===== src/swp_pkg.sv =====
// Shared types, constants and arithmetic helpers for the swash wiggle pattern sequencer.
// No dependencies; imported by swp_ctrl and the top level.
`default_nettype none

package swp_pkg;

    localparam int PIPE_DEPTH = 8;
    localparam int MS_W       = 22;

    localparam logic [1:0] CFG_PULSE_DELTA = 2'd0;
    localparam logic [1:0] CFG_ERROR_LEVEL = 2'd1;
    localparam logic [1:0] CFG_BUZZ_LEVEL  = 2'd2;

    localparam logic [1:0] PH_START  = 2'd0;
    localparam logic [1:0] PH_CIRCLE = 2'd1;
    localparam logic [1:0] PH_PULSE  = 2'd2;

    localparam logic [31:0] T_50MS  = 32'd50000;
    localparam logic [31:0] T_100MS = 32'd100000;
    localparam logic [31:0] T_150MS = 32'd150000;
    localparam logic [31:0] T_200MS = 32'd200000;
    localparam logic [31:0] T_300MS = 32'd300000;

    // floor(n / 1000) = (n * MS_RECIP) >> MS_SHIFT for any 32-bit n
    localparam logic [31:0] MS_RECIP = 32'd2199023256;
    localparam int          MS_SHIFT = 41;
    // floor(q / 50) and floor(q / 500) for q below 2^22
    localparam logic [22:0] DIV50_RECIP  = 23'd5368710;
    localparam int          DIV50_SHIFT  = 28;
    localparam logic [22:0] DIV500_RECIP = 23'd4294968;
    localparam int          DIV500_SHIFT = 31;

    typedef enum logic [2:0] {
        ACT_OFF    = 3'd0,
        ACT_READY  = 3'd1,
        ACT_ARMED  = 3'd2,
        ACT_ERROR  = 3'd3,
        ACT_BUZZER = 3'd4
    } act_t;

    typedef enum logic [1:0] {
        RP_KEEP   = 2'd0,
        RP_ZERO   = 2'd1,
        RP_CIRCLE = 2'd2
    } rp_mode_t;

    typedef enum logic [1:0] {
        CO_KEEP = 2'd0,
        CO_SET  = 2'd1,
        CO_ERR  = 2'd2,
        CO_BUZZ = 2'd3
    } co_mode_t;

    typedef struct packed {
        logic               active;
        rp_mode_t           rp_mode;
        co_mode_t           co_mode;
        logic signed [14:0] co_val;
        logic               neg;
        logic [31:0]        mag;
        logic [MS_W-1:0]    ms;
        logic [MS_W-1:0]    turns;
        logic               odd50;
        logic               odd500;
        logic [11:0]        tm;
        logic [11:0]        pos;
        logic signed [16:0] sin_v;
        logic signed [16:0] cos_v;
        logic signed [14:0] roll;
        logic signed [14:0] pitch;
    } swp_pipe_t;

    function automatic logic signed [14:0] sat15(input logic signed [17:0] v);
        logic signed [14:0] r;
        if (v > 18'sd16383)
            r = 15'sd16383;
        else if (v < -18'sd16384)
            r = -15'sd16384;
        else
            r = v[14:0];
        return r;
    endfunction

    function automatic logic [15:0] quarter_sine(input logic [4:0] k);
        logic [15:0] r;
        case (k)
            5'd0:    r = 16'd0;
            5'd1:    r = 16'd3212;
            5'd2:    r = 16'd6393;
            5'd3:    r = 16'd9512;
            5'd4:    r = 16'd12540;
            5'd5:    r = 16'd15447;
            5'd6:    r = 16'd18205;
            5'd7:    r = 16'd20788;
            5'd8:    r = 16'd23170;
            5'd9:    r = 16'd25330;
            5'd10:   r = 16'd27245;
            5'd11:   r = 16'd28899;
            5'd12:   r = 16'd30273;
            5'd13:   r = 16'd31357;
            5'd14:   r = 16'd32138;
            5'd15:   r = 16'd32610;
            default: r = 16'd32768;
        endcase
        return r;
    endfunction

    // sine of a 12-bit angle, Q15, mirrored quarter table with 64-step interpolation
    function automatic logic signed [16:0] sine_q15(input logic [11:0] p);
        logic [10:0] x;
        logic [4:0]  seg;
        logic [5:0]  frac;
        logic [15:0] base;
        logic [11:0] step;
        logic [17:0] prod;
        logic [15:0] v;
        x    = p[10] ? (11'd1024 - {1'b0, p[9:0]}) : {1'b0, p[9:0]};
        seg  = x[10:6];
        frac = x[5:0];
        base = quarter_sine(seg);
        step = 12'(quarter_sine(seg + 5'd1) - base);
        prod = 18'(step) * 18'(frac);
        v    = seg[4] ? 16'd32768 : base + 16'((prod + 18'd32) >> 6);
        return p[11] ? -$signed({1'b0, v}) : $signed({1'b0, v});
    endfunction

    // round(|s| * amp / 32768), halves away from zero, sign of s
    function automatic logic signed [14:0] scale_q15(input logic signed [16:0] s,
                                                     input logic [13:0] amp);
        logic [16:0]        mag;
        logic [30:0]        prod;
        logic [15:0]        r;
        logic signed [17:0] sv;
        mag  = s[16] ? 17'(-s) : 17'(s);
        prod = 31'(mag) * 31'(amp);
        r    = 16'((prod + 31'd16384) >> 15);
        sv   = s[16] ? -$signed({2'b0, r}) : $signed({2'b0, r});
        return sat15(sv);
    endfunction

endpackage

`default_nettype wire


===== src/swash_wiggle_pattern_sequencer_unit.sv =====
// Swash wiggle pattern sequencer, top level: input register, sequencer, value pipeline, result.
// One item per cycle sustained while out_stall is low, set by the
// sequencer state updating in the single stage after the input register.
// Reset clears the sequencer, the held axis overrides and all valid flags; the config registers take
// their Q-format defaults. Depends on swp_pkg and swp_ctrl.
`default_nettype none

module swash_wiggle_pattern_sequencer_unit
    import swp_pkg::*;
#(
    parameter int CIRCLE_PERIOD_MS = 1200,
    parameter int FRAC_BITS        = 13
)
(
    input  wire logic               clk,
    input  wire logic               rst_n,
    input  wire logic               in_valid,
    output      logic               in_stall,
    input  wire logic               operation,
    input  wire logic [2:0]         action,
    input  wire logic [15:0]        duration_ms,
    input  wire logic [31:0]        now_us,
    input  wire logic signed [14:0] collective,
    output      logic               out_valid,
    input  wire logic               out_stall,
    output      logic               active,
    output      logic signed [14:0] roll_out,
    output      logic signed [14:0] pitch_out,
    output      logic signed [14:0] collective_out,
    input  wire logic               cfg_write,
    input  wire logic [1:0]         cfg_index,
    input  wire logic [13:0]        cfg_data
);

    localparam logic [13:0] PULSE_RST = 14'(1 << (FRAC_BITS - 1));
    localparam logic [13:0] ERROR_RST = 14'(((666 << FRAC_BITS) + 500) / 1000);
    localparam logic [13:0] BUZZ_RST  = 14'(1 << (FRAC_BITS - 1));

    localparam int          PW       = $clog2(CIRCLE_PERIOD_MS);
    localparam logic [12:0] PERIOD   = 13'(CIRCLE_PERIOD_MS);
    localparam int          K2       = MS_W + PW;
    localparam logic [63:0] M2_FULL  = ((64'd1 << K2) + 64'(CIRCLE_PERIOD_MS) - 64'd1)
                                       / 64'(CIRCLE_PERIOD_MS);
    localparam logic [23:0] TURN_RECIP = M2_FULL[23:0];
    localparam int          K3       = 24 + PW;
    localparam logic [63:0] M3_FULL  = ((64'd1 << K3) + 64'(CIRCLE_PERIOD_MS) - 64'd1)
                                       / 64'(CIRCLE_PERIOD_MS);
    localparam logic [25:0] POS_RECIP = M3_FULL[25:0];
    localparam int          POS_SHIFT = K3 - 12;

    logic [13:0] pulse_delta_reg;
    logic [13:0] error_level_reg;
    logic [13:0] buzz_level_reg;

    logic                    op_reg;
    logic [2:0]              action_reg;
    logic [15:0]             dur_reg;
    logic [31:0]             now_reg;
    logic signed [14:0]      coll_in_reg;

    logic [PIPE_DEPTH-1:0]   vld_reg, vld_next;
    logic [PIPE_DEPTH:0]     rdy;
    logic                    out_valid_reg;

    swp_pipe_t               pipe_reg  [1:PIPE_DEPTH-1];
    swp_pipe_t               pipe_next [1:PIPE_DEPTH-1];

    logic                    active_reg, active_next;
    logic signed [14:0]      roll_reg, roll_next;
    logic signed [14:0]      pitch_reg, pitch_next;
    logic signed [14:0]      coll_reg, coll_next;

    logic                    accept;

    // ready ripples back from the result register
    always_comb
    begin
        rdy[PIPE_DEPTH] = !out_valid_reg || !out_stall;
        for (int k = PIPE_DEPTH - 1; k >= 0; k--)
        begin
            rdy[k] = !vld_reg[k] || rdy[k + 1];
        end
    end

    assign in_stall = !rdy[0];
    assign accept   = in_valid && rdy[0];
    assign vld_next = (rdy[PIPE_DEPTH-1:0] & {vld_reg[PIPE_DEPTH-2:0], in_valid})
                    | (~rdy[PIPE_DEPTH-1:0] & vld_reg);

    always_ff @(posedge clk or negedge rst_n)
    begin
        if (!rst_n)
        begin
            pulse_delta_reg <= PULSE_RST;
            error_level_reg <= ERROR_RST;
            buzz_level_reg  <= BUZZ_RST;
        end
        else if (cfg_write)
        begin
            unique case (cfg_index)
                CFG_PULSE_DELTA: pulse_delta_reg <= cfg_data;
                CFG_ERROR_LEVEL: error_level_reg <= cfg_data;
                CFG_BUZZ_LEVEL:  buzz_level_reg  <= cfg_data;
                default: ;
            endcase
        end
    end

    always_ff @(posedge clk)
    begin
        if (accept)
        begin
            op_reg      <= operation;
            action_reg  <= action;
            dur_reg     <= duration_ms;
            now_reg     <= now_us;
            coll_in_reg <= collective;
        end
    end

    swp_ctrl #(
        .CIRCLE_PERIOD_MS (CIRCLE_PERIOD_MS)
    ) u_ctrl (
        .clk         (clk),
        .rst_n       (rst_n),
        .advance     (vld_reg[0] && rdy[1]),
        .operation   (op_reg),
        .action      (action_reg),
        .duration_ms (dur_reg),
        .now_us      (now_reg),
        .collective  (coll_in_reg),
        .pulse_delta (pulse_delta_reg),
        .cmd         (pipe_next[1])
    );

    // whole milliseconds
    always_comb
    begin
        logic [63:0] prod;
        pipe_next[2]    = pipe_reg[1];
        prod            = 64'(pipe_reg[1].mag) * 64'(MS_RECIP);
        pipe_next[2].ms = MS_W'(prod >> MS_SHIFT);
    end

    // whole turns and the 50 ms / 500 ms parity
    always_comb
    begin
        logic [45:0] prod_turn;
        logic [44:0] prod_50;
        logic [44:0] prod_500;
        pipe_next[3]        = pipe_reg[2];
        prod_turn           = 46'(pipe_reg[2].ms) * 46'(TURN_RECIP);
        prod_50             = 45'(pipe_reg[2].ms) * 45'(DIV50_RECIP);
        prod_500            = 45'(pipe_reg[2].ms) * 45'(DIV500_RECIP);
        pipe_next[3].turns  = MS_W'(prod_turn >> K2);
        pipe_next[3].odd50  = prod_50[DIV50_SHIFT];
        pipe_next[3].odd500 = prod_500[DIV500_SHIFT];
    end

    // position within the turn, and the square-wave level
    always_comb
    begin
        logic [34:0]        prod;
        logic [MS_W-1:0]    rem;
        logic [12:0]        rem13;
        logic [12:0]        tm13;
        logic signed [14:0] err_v;
        logic signed [14:0] buzz_v;
        pipe_next[4]    = pipe_reg[3];
        prod            = 35'(pipe_reg[3].turns) * 35'(PERIOD);
        rem             = pipe_reg[3].ms - MS_W'(prod);
        rem13           = 13'(rem);
        tm13            = (pipe_reg[3].neg && rem13 != 13'd0) ? PERIOD - rem13 : rem13;
        pipe_next[4].tm = 12'(tm13);
        err_v  = pipe_reg[3].odd50 ? $signed({1'b0, error_level_reg})
                                   : -$signed({1'b0, error_level_reg});
        buzz_v = pipe_reg[3].odd50 ? $signed({1'b0, buzz_level_reg})
                                   : -$signed({1'b0, buzz_level_reg});
        case (pipe_reg[3].co_mode)
            CO_ERR:
            begin
                pipe_next[4].co_mode = CO_SET;
                pipe_next[4].co_val  = err_v;
            end
            CO_BUZZ:
            begin
                pipe_next[4].co_mode = CO_SET;
                pipe_next[4].co_val  = pipe_reg[3].odd500 ? buzz_v : 15'sd0;
            end
            default: ;
        endcase
    end

    // 12-bit angle
    always_comb
    begin
        logic [37:0] prod;
        pipe_next[5]     = pipe_reg[4];
        prod             = 38'(pipe_reg[4].tm) * 38'(POS_RECIP);
        pipe_next[5].pos = 12'(prod >> POS_SHIFT);
    end

    always_comb
    begin
        pipe_next[6]       = pipe_reg[5];
        pipe_next[6].sin_v = sine_q15(pipe_reg[5].pos);
        pipe_next[6].cos_v = sine_q15(pipe_reg[5].pos + 12'd1024);
    end

    always_comb
    begin
        pipe_next[7]       = pipe_reg[6];
        pipe_next[7].roll  = scale_q15(pipe_reg[6].sin_v, pulse_delta_reg);
        pipe_next[7].pitch = scale_q15(pipe_reg[6].cos_v, pulse_delta_reg);
    end

    for (genvar k = 1; k < PIPE_DEPTH; k++)
    begin : g_stage
        always_ff @(posedge clk)
        begin
            if (rdy[k] && vld_reg[k - 1])
                pipe_reg[k] <= pipe_next[k];
        end
    end

    // apply the item to the held overrides
    always_comb
    begin
        active_next = pipe_reg[PIPE_DEPTH-1].active;
        case (pipe_reg[PIPE_DEPTH-1].rp_mode)
            RP_ZERO:
            begin
                roll_next  = '0;
                pitch_next = '0;
            end
            RP_CIRCLE:
            begin
                roll_next  = pipe_reg[PIPE_DEPTH-1].roll;
                pitch_next = pipe_reg[PIPE_DEPTH-1].pitch;
            end
            default:
            begin
                roll_next  = roll_reg;
                pitch_next = pitch_reg;
            end
        endcase
        case (pipe_reg[PIPE_DEPTH-1].co_mode)
            CO_KEEP: coll_next = coll_reg;
            default: coll_next = pipe_reg[PIPE_DEPTH-1].co_val;
        endcase
    end

    always_ff @(posedge clk or negedge rst_n)
    begin
        if (!rst_n)
        begin
            vld_reg       <= '0;
            out_valid_reg <= 1'b0;
            active_reg    <= 1'b0;
            roll_reg      <= '0;
            pitch_reg     <= '0;
            coll_reg      <= '0;
        end
        else
        begin
            vld_reg <= vld_next;
            if (rdy[PIPE_DEPTH])
                out_valid_reg <= vld_reg[PIPE_DEPTH-1];
            if (rdy[PIPE_DEPTH] && vld_reg[PIPE_DEPTH-1])
            begin
                active_reg <= active_next;
                roll_reg   <= roll_next;
                pitch_reg  <= pitch_next;
                coll_reg   <= coll_next;
            end
        end
    end

    assign out_valid      = out_valid_reg;
    assign active         = active_reg;
    assign roll_out       = roll_reg;
    assign pitch_out      = pitch_reg;
    assign collective_out = coll_reg;

`ifndef ASSERT_OFF
    a_level_resolved: assert property (@(posedge clk) disable iff (!rst_n)
        vld_reg[PIPE_DEPTH-1] |-> (pipe_reg[PIPE_DEPTH-1].co_mode == CO_KEEP
                                   || pipe_reg[PIPE_DEPTH-1].co_mode == CO_SET))
        else $error("square-wave level not resolved before the result stage");

    a_circle_sets_coll: assert property (@(posedge clk) disable iff (!rst_n)
        (vld_reg[PIPE_DEPTH-1] && pipe_reg[PIPE_DEPTH-1].rp_mode == RP_CIRCLE)
        |-> pipe_reg[PIPE_DEPTH-1].co_mode == CO_SET)
        else $error("circle item without a collective value");

    a_result_from_pipe: assert property (@(posedge clk) disable iff (!rst_n)
        $rose(out_valid_reg) |-> $past(vld_reg[PIPE_DEPTH-1]))
        else $error("result appeared without an item in the last stage");
`endif

endmodule

`default_nettype wire


===== src/swp_ctrl.sv =====
// Action and phase sequencer: holds action, phase, run length and phase start time.
// Emits one swp_pipe_t command per item for the value datapath; uses swp_pkg.
`default_nettype none

module swp_ctrl
    import swp_pkg::*;
#(
    parameter int CIRCLE_PERIOD_MS = 1200
)
(
    input  wire logic               clk,
    input  wire logic               rst_n,
    input  wire logic               advance,
    input  wire logic               operation,
    input  wire logic [2:0]         action,
    input  wire logic [15:0]        duration_ms,
    input  wire logic [31:0]        now_us,
    input  wire logic signed [14:0] collective,
    input  wire logic [13:0]        pulse_delta,
    output swp_pipe_t               cmd
);

    localparam logic [31:0] CIRCLE_END = 32'(1000 * (CIRCLE_PERIOD_MS + 1));

    logic [2:0]  act_reg, act_next;
    logic [1:0]  ph_reg, ph_next;
    logic [15:0] rl_reg, rl_next;
    logic [31:0] st_reg, st_next;

    always_comb
    begin
        logic [31:0]        start_eff;
        logic [31:0]        sd;
        logic               sd_neg;
        logic [26:0]        run_lim;
        logic               stop;
        logic signed [14:0] lv_minus;
        logic signed [14:0] lv_plus;

        act_next = act_reg;
        ph_next  = ph_reg;
        rl_next  = rl_reg;
        st_next  = st_reg;
        stop     = 1'b0;

        start_eff = (ph_reg == PH_START) ? now_us : st_reg;
        sd        = now_us - start_eff;
        sd_neg    = sd[31];
        run_lim   = 27'((27'(rl_reg) + 27'd1) * 27'd1000);
        lv_minus  = sat15({{3{collective[14]}}, collective} - 18'({4'b0, pulse_delta}));
        lv_plus   = sat15({{3{collective[14]}}, collective} + 18'({4'b0, pulse_delta}));

        cmd         = '0;
        cmd.rp_mode = RP_KEEP;
        cmd.co_mode = CO_KEEP;

        if (operation)
        begin
            act_next = action;
            rl_next  = duration_ms;
            ph_next  = PH_START;
        end
        else if (act_reg == ACT_OFF)
        begin
            act_next = act_reg;
        end
        else if (act_reg > ACT_BUZZER || ph_reg > PH_PULSE
                 || (ph_reg == PH_PULSE && act_reg != ACT_READY))
        begin
            stop = 1'b1;
        end
        else
        begin
            ph_next = (ph_reg == PH_START) ? PH_CIRCLE : ph_reg;
            st_next = start_eff;
            if (ph_reg == PH_START)
            begin
                cmd.rp_mode = RP_ZERO;
                cmd.co_mode = CO_SET;
                cmd.co_val  = '0;
            end
            case (act_reg)
                ACT_READY:
                begin
                    if (ph_reg != PH_PULSE)
                    begin
                        if (!sd_neg && sd >= CIRCLE_END)
                        begin
                            cmd.rp_mode = RP_ZERO;
                            cmd.co_mode = CO_SET;
                            cmd.co_val  = '0;
                            ph_next     = PH_PULSE;
                            st_next     = now_us;
                        end
                        else
                        begin
                            cmd.rp_mode = RP_CIRCLE;
                            cmd.co_mode = CO_SET;
                            cmd.co_val  = collective;
                        end
                    end
                    else
                    begin
                        cmd.co_mode = CO_SET;
                        if (sd_neg || sd < T_100MS)
                            cmd.co_val = collective;
                        else if (sd < T_200MS)
                            cmd.co_val = lv_minus;
                        else if (sd < T_300MS)
                            cmd.co_val = lv_plus;
                        else
                            stop = 1'b1;
                    end
                end
                ACT_ARMED:
                begin
                    cmd.co_mode = CO_SET;
                    if (sd_neg || sd < T_50MS)
                        cmd.co_val = lv_minus;
                    else if (sd < T_100MS)
                        cmd.co_val = collective;
                    else if (sd < T_150MS)
                        cmd.co_val = lv_minus;
                    else
                        stop = 1'b1;
                end
                ACT_ERROR:
                begin
                    cmd.co_mode = CO_ERR;
                    if (!sd_neg && sd >= 32'(run_lim))
                        stop = 1'b1;
                end
                default:
                begin
                    cmd.co_mode = CO_BUZZ;
                    if (!sd_neg && sd >= 32'(run_lim))
                        stop = 1'b1;
                end
            endcase
        end

        if (stop)
        begin
            act_next    = ACT_OFF;
            ph_next     = PH_START;
            st_next     = '0;
            cmd.rp_mode = RP_ZERO;
            cmd.co_mode = CO_SET;
            cmd.co_val  = '0;
        end

        cmd.active = (act_next != ACT_OFF);
        cmd.neg    = sd_neg;
        cmd.mag    = sd_neg ? (32'd0 - sd) : sd;
    end

    always_ff @(posedge clk or negedge rst_n)
    begin
        if (!rst_n)
        begin
            act_reg <= ACT_OFF;
            ph_reg  <= PH_START;
            rl_reg  <= '0;
            st_reg  <= '0;
        end
        else if (advance)
        begin
            act_reg <= act_next;
            ph_reg  <= ph_next;
            rl_reg  <= rl_next;
            st_reg  <= st_next;
        end
    end

endmodule

`default_nettype wire

===== config.mk =====
export PLATFORM = sky130hd
export DESIGN_NAME = swash_wiggle_pattern_sequencer_unit
export DESIGN_NICKNAME = d
export VERILOG_FILES = /design/src/swp_pkg.sv /design/src/swash_wiggle_pattern_sequencer_unit.sv /design/src/swp_ctrl.sv
export SDC_FILE = /design/constraint.sdc
export NUM_CORES = 2
export LEC_CHECK = 0
export BUFFER_PORTS_ARGS = -buffer_cell sky130_fd_sc_hd__buf_2
export CORE_MARGIN = 1
export CORE_UTILIZATION = 60
export CTS_CLUSTER_SIZE = 28
export DETAILED_ROUTE_END_ITERATION = 8
export MAX_ROUTING_LAYER = met4
export PLACE_DENSITY = 0.77
export RECOVER_POWER = 25
export SYNTH_ARGS = -nofsm -noshare
export SYNTH_HDL_FRONTEND = slang
export SYNTH_SLANG_ARGS = --single-unit
export TNS_END_PERCENT = 20

===== constraint.sdc =====
create_clock -name clk -period 12.36 [get_ports clk]
set_input_delay 0.618 -clock clk [delete_from_list [all_inputs] [get_ports clk]]
set_output_delay 0.618 -clock clk [all_outputs]
set_load 0.1 [all_outputs]

---- After elaboration in Yosys (flattened, before gate mapping) ----
Memory sizes are Yosys's and may differ from the RTL's.
Cells that the tools add are included.
word-level totals
  output and inout port bits .............. 48
  input port bits ......................... 88
  bits in writable memories ............... 1,309
  bits in read-only memories .............. 960
  register bits after elaboration ......... 217
  memories kept ........................... 5
  word-level logic and storage cells ...... 245
memory list
  memory            words  bits a word  rd ports  clocked after memory_dff  wr ports  line                                       RTL
  pipe_reg          7      187          7         0                         7         swash_wiggle_pattern_sequencer_unit.sv:65  swp_pipe_t pipe_reg [1:PIPE_DEPTH-1];
  (name not given)  16     15           1         0                         0         swp_pkg.sv:86                              case (k)
  (name not given)  16     15           1         0                         0         swp_pkg.sv:86
  (name not given)  16     15           1         0                         0         swp_pkg.sv:86
  (name not given)  16     15           1         0                         0         swp_pkg.sv:86
operators by class
  bitwise gates (word level) .............. 5
  multipliers ............................. 11
  muxes and demuxes ....................... 91
  reductions and logical operators ........ 53
  eq/ne operators ......................... 17
  magnitude comparators ................... 17
  $add $sub $neg .......................... 28
operators with widths
  cell                    number
  $mux 32                 9
  $mux 15                 17
  $mux 19                 5
  $pmux 15 s2             3
  $mux 17                 5
  $gt 18x15->1 const B    4
  $lt 18x15->1 const B    4
  $lt 32x18->1 const B    2
  $mux 16                 4
  $add 31x15->31 const B  2
  $mul 17x14->31          2
  $mul 32x29->60 const B  1
  $mux 18                 3
  $mul 22x23->45 const B  1
  $add 18x6->18 const B   2
  $mul 12x6->18           2
  $mux 12                 3
  $neg 16->18             2
  $neg 16->17             2
  $neg 17->17             2
  $pmux 17 s2             1
  $mul 12x23->33 const B  1
  $add 16x12->16          2
  $ge 32x21->1 const B    1
  51 further kinds        142

---- Logic depth before layout (Yosys ltp) ----
  depth in word-level cells ............... 14
  gate-level depth with buffers ........... 54

---- By module ----
A second synthesis with hierarchy kept.
second synthesis, totals
  cells, all modules ...................... 8,981
  area total of the unflattened synthesis .. 88,582.5 sq um
by module, submodules not included
  module                               seq. area each (sq um)  times used  area an instance (sq um)  cells an instance
  swash_wiggle_pattern_sequencer_unit  13,726.9                1           76,129.3                  7,437
  swp_ctrl                             1,326.3                 1           12,453.2                  1,544

---- Worst setup path after synthesis ----
OpenSTA, ideal clock, no wires.
  kind .................................... register to register
  start point ............................. register pipe_reg[0][999] (netlist name)
  end point ............................... register pipe_reg[0][1167] (netlist name)
  setup slack ............................. 948 ps
  arrival ................................. 11,149 ps
  period minus slack after synthesis ...... 11,412 ps
  path buffers ............................ 3
  cell stages (with the launch flop) ...... 53
  setup time .............................. 262 ps
  path through ............................ edfxtp_1 -> inv_1 -> clkbuf_1 -> ha_1 -> nor3b_1 -> nand2_1 -> o31a_1 -> xnor2_1 -> inv_1 -> clkbuf_1 -> ha_1 -> nand2_1 -> xnor2_1 -> clkbuf_1 -> a21oi_1 -> or2_2 -> ha_1 -> fa_1 -> [... 17 more ...] -> o21bai_1 -> a21oi_1 -> o21bai_1 -> a21oi_1 -> o21bai_1 -> a21oi_1 -> o21ai_0 -> or2_2 -> a21oi_1 -> xnor2_1 -> ha_1 -> or2_2 -> a21o_1 -> a21oi_1 -> nor3_1 -> nor4_1 -> a31oi_1 -> xnor2_1

==> impl_metrics.py <==
metrics = {
    "cts": {
        "clk_latency_ps": 710,
        "h-tree-depth": 2,
        "cts_sinks": 526,
        "path_clk_slew_ps": 60,
        "clock_tree.root_cell": "clkbuf_16",
        "clk_path_buf_depth": 3,
        "cts_tree": "built",
        "cts_buffers": 59,
    },
    "min_path": {
        "whs_endpoint": "dur_reg[12]$_DFFE_PP_",
        "hold_depth": 1,
        "hp-class": "in -> reg",
        "hp-start": "duration_ms[12]",
    },
    "timing": {
        "max_slew_margin": -1.39,
        "finalSetupViolCount": 0,
        "rsz0062_at_grt": "false",
        "tightest_slew_ps": 3590,
        "hold_viol_final": 0,
        "skew_ps": 70.5,
        "min_period_ps": 11620,
        "post-route-period-util": 0.940,
        "fin_setup_tns_ps": 0,
        "max_freq_mhz": 86.0,
        "slew_viol_final": 210,
    },
    "yosys": {
        "synthTopCellsByArea": "fa_1 (29%), ha_1 (21%), edfxtp_1 (13%), inv_1 (7.7%), dfrtp_1 (4.1%)",
        "yosysSeqAreaShare": 0.174,
        "synth_edf_count": 376,
        "synth_area_leader_cell": "fa_1",
        "syn_inst": 8701,
        "syn_area_sq_um": 86500,
        "async_reset_ff_frac": 0.285,
        "ys_ff_latch": 526,
        "avgSynthCellArea_sq_um": 9.95,
        "synth_most_common_cell": "inv_1",
        "ys_warn_count": 0,
        "synth_cell_types": 105,
        "ys_top_cells_by_count": "inv_1 (1780), ha_1 (1427), fa_1 (1249), nand2_1 (626), nor2_1 (431)",
        "synthFlopType": "edfxtp_1",
        "synth_top_area_share": 0.289,
        "synth_nets": 11500,
    },
    "grt": {
        "grt_pass1_wl_um": 351000,
        "top_usage_layer": "met2",
        "grt_util_met1": 0.398,
        "overflow": 0,
        "grt.total_usage": 0.314,
        "grt_max_degree": 68,
        "grt_pass1_vias": 66100,
        "grt_use_met3": 0.0498,
        "grt_use_met2": 0.517,
        "antenna_found_initial": 18,
    },
    "floorplan": {
        "rows": 138,
        "die_w_um": 382,
        "start_util": 0.608,
        "die_area_sq_um": 146000,
        "num_io_pins": 136,
        "die_h_um": 382,
        "core_region_area_sq_um": 142000,
    },
    "setup_path": {
        "critPathBufInv": 6,
        "worstSetupPathType": "reg -> reg",
        "critPathLaunchType": "flip-flop",
        "regToRegStartpoint": "pipe_reg[0][1001]$_DFFE_PP_",
        "cp-end-kind": "flip-flop",
        "cpMaxStageDelayCell": "or4_1",
        "cp_common_cell": "a21oi_1",
        "reg2reg_to": "pipe_reg[0][1184]$_DFFE_PP_",
        "crit_family": "compound AO/OA/AOI/OAI gates",
        "rr_worst_depth": 46,
        "cp.required_ps": 12810,
        "cpPeakStageDelay_ps": 660,
        "crit_fanout": 14,
        "rrSetupSlack_ps": 740,
        "worstPathArrival_ps": 12070,
    },
    "route": {
        "drcViolationCount": 0,
        "wl_per_cell_um": 20.1,
        "drt_iter0_drc": 4100,
        "vias": 62200,
        "wl_um": 216000,
        "viasPerCell": 5.79,
        "ant_nets": 0,
        "firstDrtPassIters": 6,
    },
    "cells_and_area": {
        "drive_above_1_share": 0.0582,
        "fin_nets": 11600,
        "syn_to_final_growth_pct": 6.19,
        "largest_reg_flops": 309,
    },
    "run_status": {
        "status": "finished, violations left",
        "violations": "max-capacitance violations, max-slew violations",
    },
    "placement": {
        "dp_hpwl_um": 176000,
        "portBuffers": 135,
        "gp_congestion": 0.964,
    },
    "flow_run": {
        "max-cap-violations": 10,
    },
}
## metrics by stage
step                worst slack, ps  std cells  hold WS [ps]   util  area, sq um
floorplan                       948       8701           322      -        86500
global placement                580      10600           401  0.631        89800
detailed placement              397      10600           405  0.631        89800
CTS                             321      10700          59.4  0.646        91800
global route                   9.25      10800          57.4  0.646        91900
finish                          738      10800          87.7  0.646        91900
## placed cells by master, fill, tap and decap left out, types with 113 or more instances in the layout
cell type,count
inv_1,1780
ha_1,1425
fa_1,1249
nand2_1,626
nor2_1,430
edfxtp_1,376
a21oi_1,284
xnor2_1,267
o21ai_0,233
and2_1,182
dfrtp_1,143
buf_2,131
a21o_1,127
nor3_1,116
xor2_1,113
## routing by layer
metal	share of wire	up-vias
li1	-	28700
met1	0.41	31100
met2	0.48	2027
met3	0.070	450
met4	0.036	0
met5	0	-
## cell families (layout without fill, tap and decap cells)
kind of cell / after synthesis / count (layout) / share of synthesized area
adder cells (fa/ha/maj): 2677 / 2677 / 0.495
buffers and inverters: 2008 / 2155 / 0.0872
AND/OR/NAND/NOR: 1814 / 1814 / 0.100
AO/OA/AOI/OAI: 1179 / 1179 / 0.0907
flip-flops: 526 / 526 / 0.174
XOR/XNOR: 394 / 394 / 0.0399
multiplexers: 102 / 102 / 0.0129
other: 1 / 17 / 0.0000433
## final cells by class
type | instances | area [sq um]
clock buffers | 76 | 1590
clock inverters | 36 | 457
inverters | 1785 | 6700
fillers | 11300 | 50400
repair buffers | 258 | 1540
well taps | 1890 | 2360
diodes | 16 | 40.0
multi-input cells | 6167 | 64200
flip-flops and latches | 526 | 15100
## timing repair
item	4_1_cts	5_1_grt
setup endpoints to repair	0	11
setup buffers	0	0
hold endpoints to repair	52	0
resized for setup	0	13
hold buffers	1	0
## how the worst max path moves through the flow
stage,start,to,slack (ps),cells after the start
after detailed placement,pipe_reg[0][999]$_DFFE_PP_,pipe_reg[0][1184]$_DFFE_PP_,400,50
final,pipe_reg[0][1001]$_DFFE_PP_,pipe_reg[0][1184]$_DFFE_PP_,740,46
after floorplan,pipe_reg[0][999]$_DFFE_PP_,pipe_reg[0][1167]$_DFFE_PP_,950,52
after global routing,pipe_reg[0][1001]$_DFFE_PP_,pipe_reg[0][1184]$_DFFE_PP_,9,46
after CTS,pipe_reg[0][999]$_DFFE_PP_,pipe_reg[0][1184]$_DFFE_PP_,320,50
after global placement,pipe_reg[0][999]$_DFFE_PP_,pipe_reg[0][1184]$_DFFE_PP_,580,50
Power is left out: the tool's default activity adds up to more than one toggle a clock period on the data nets, which glitch-free logic cannot reach.
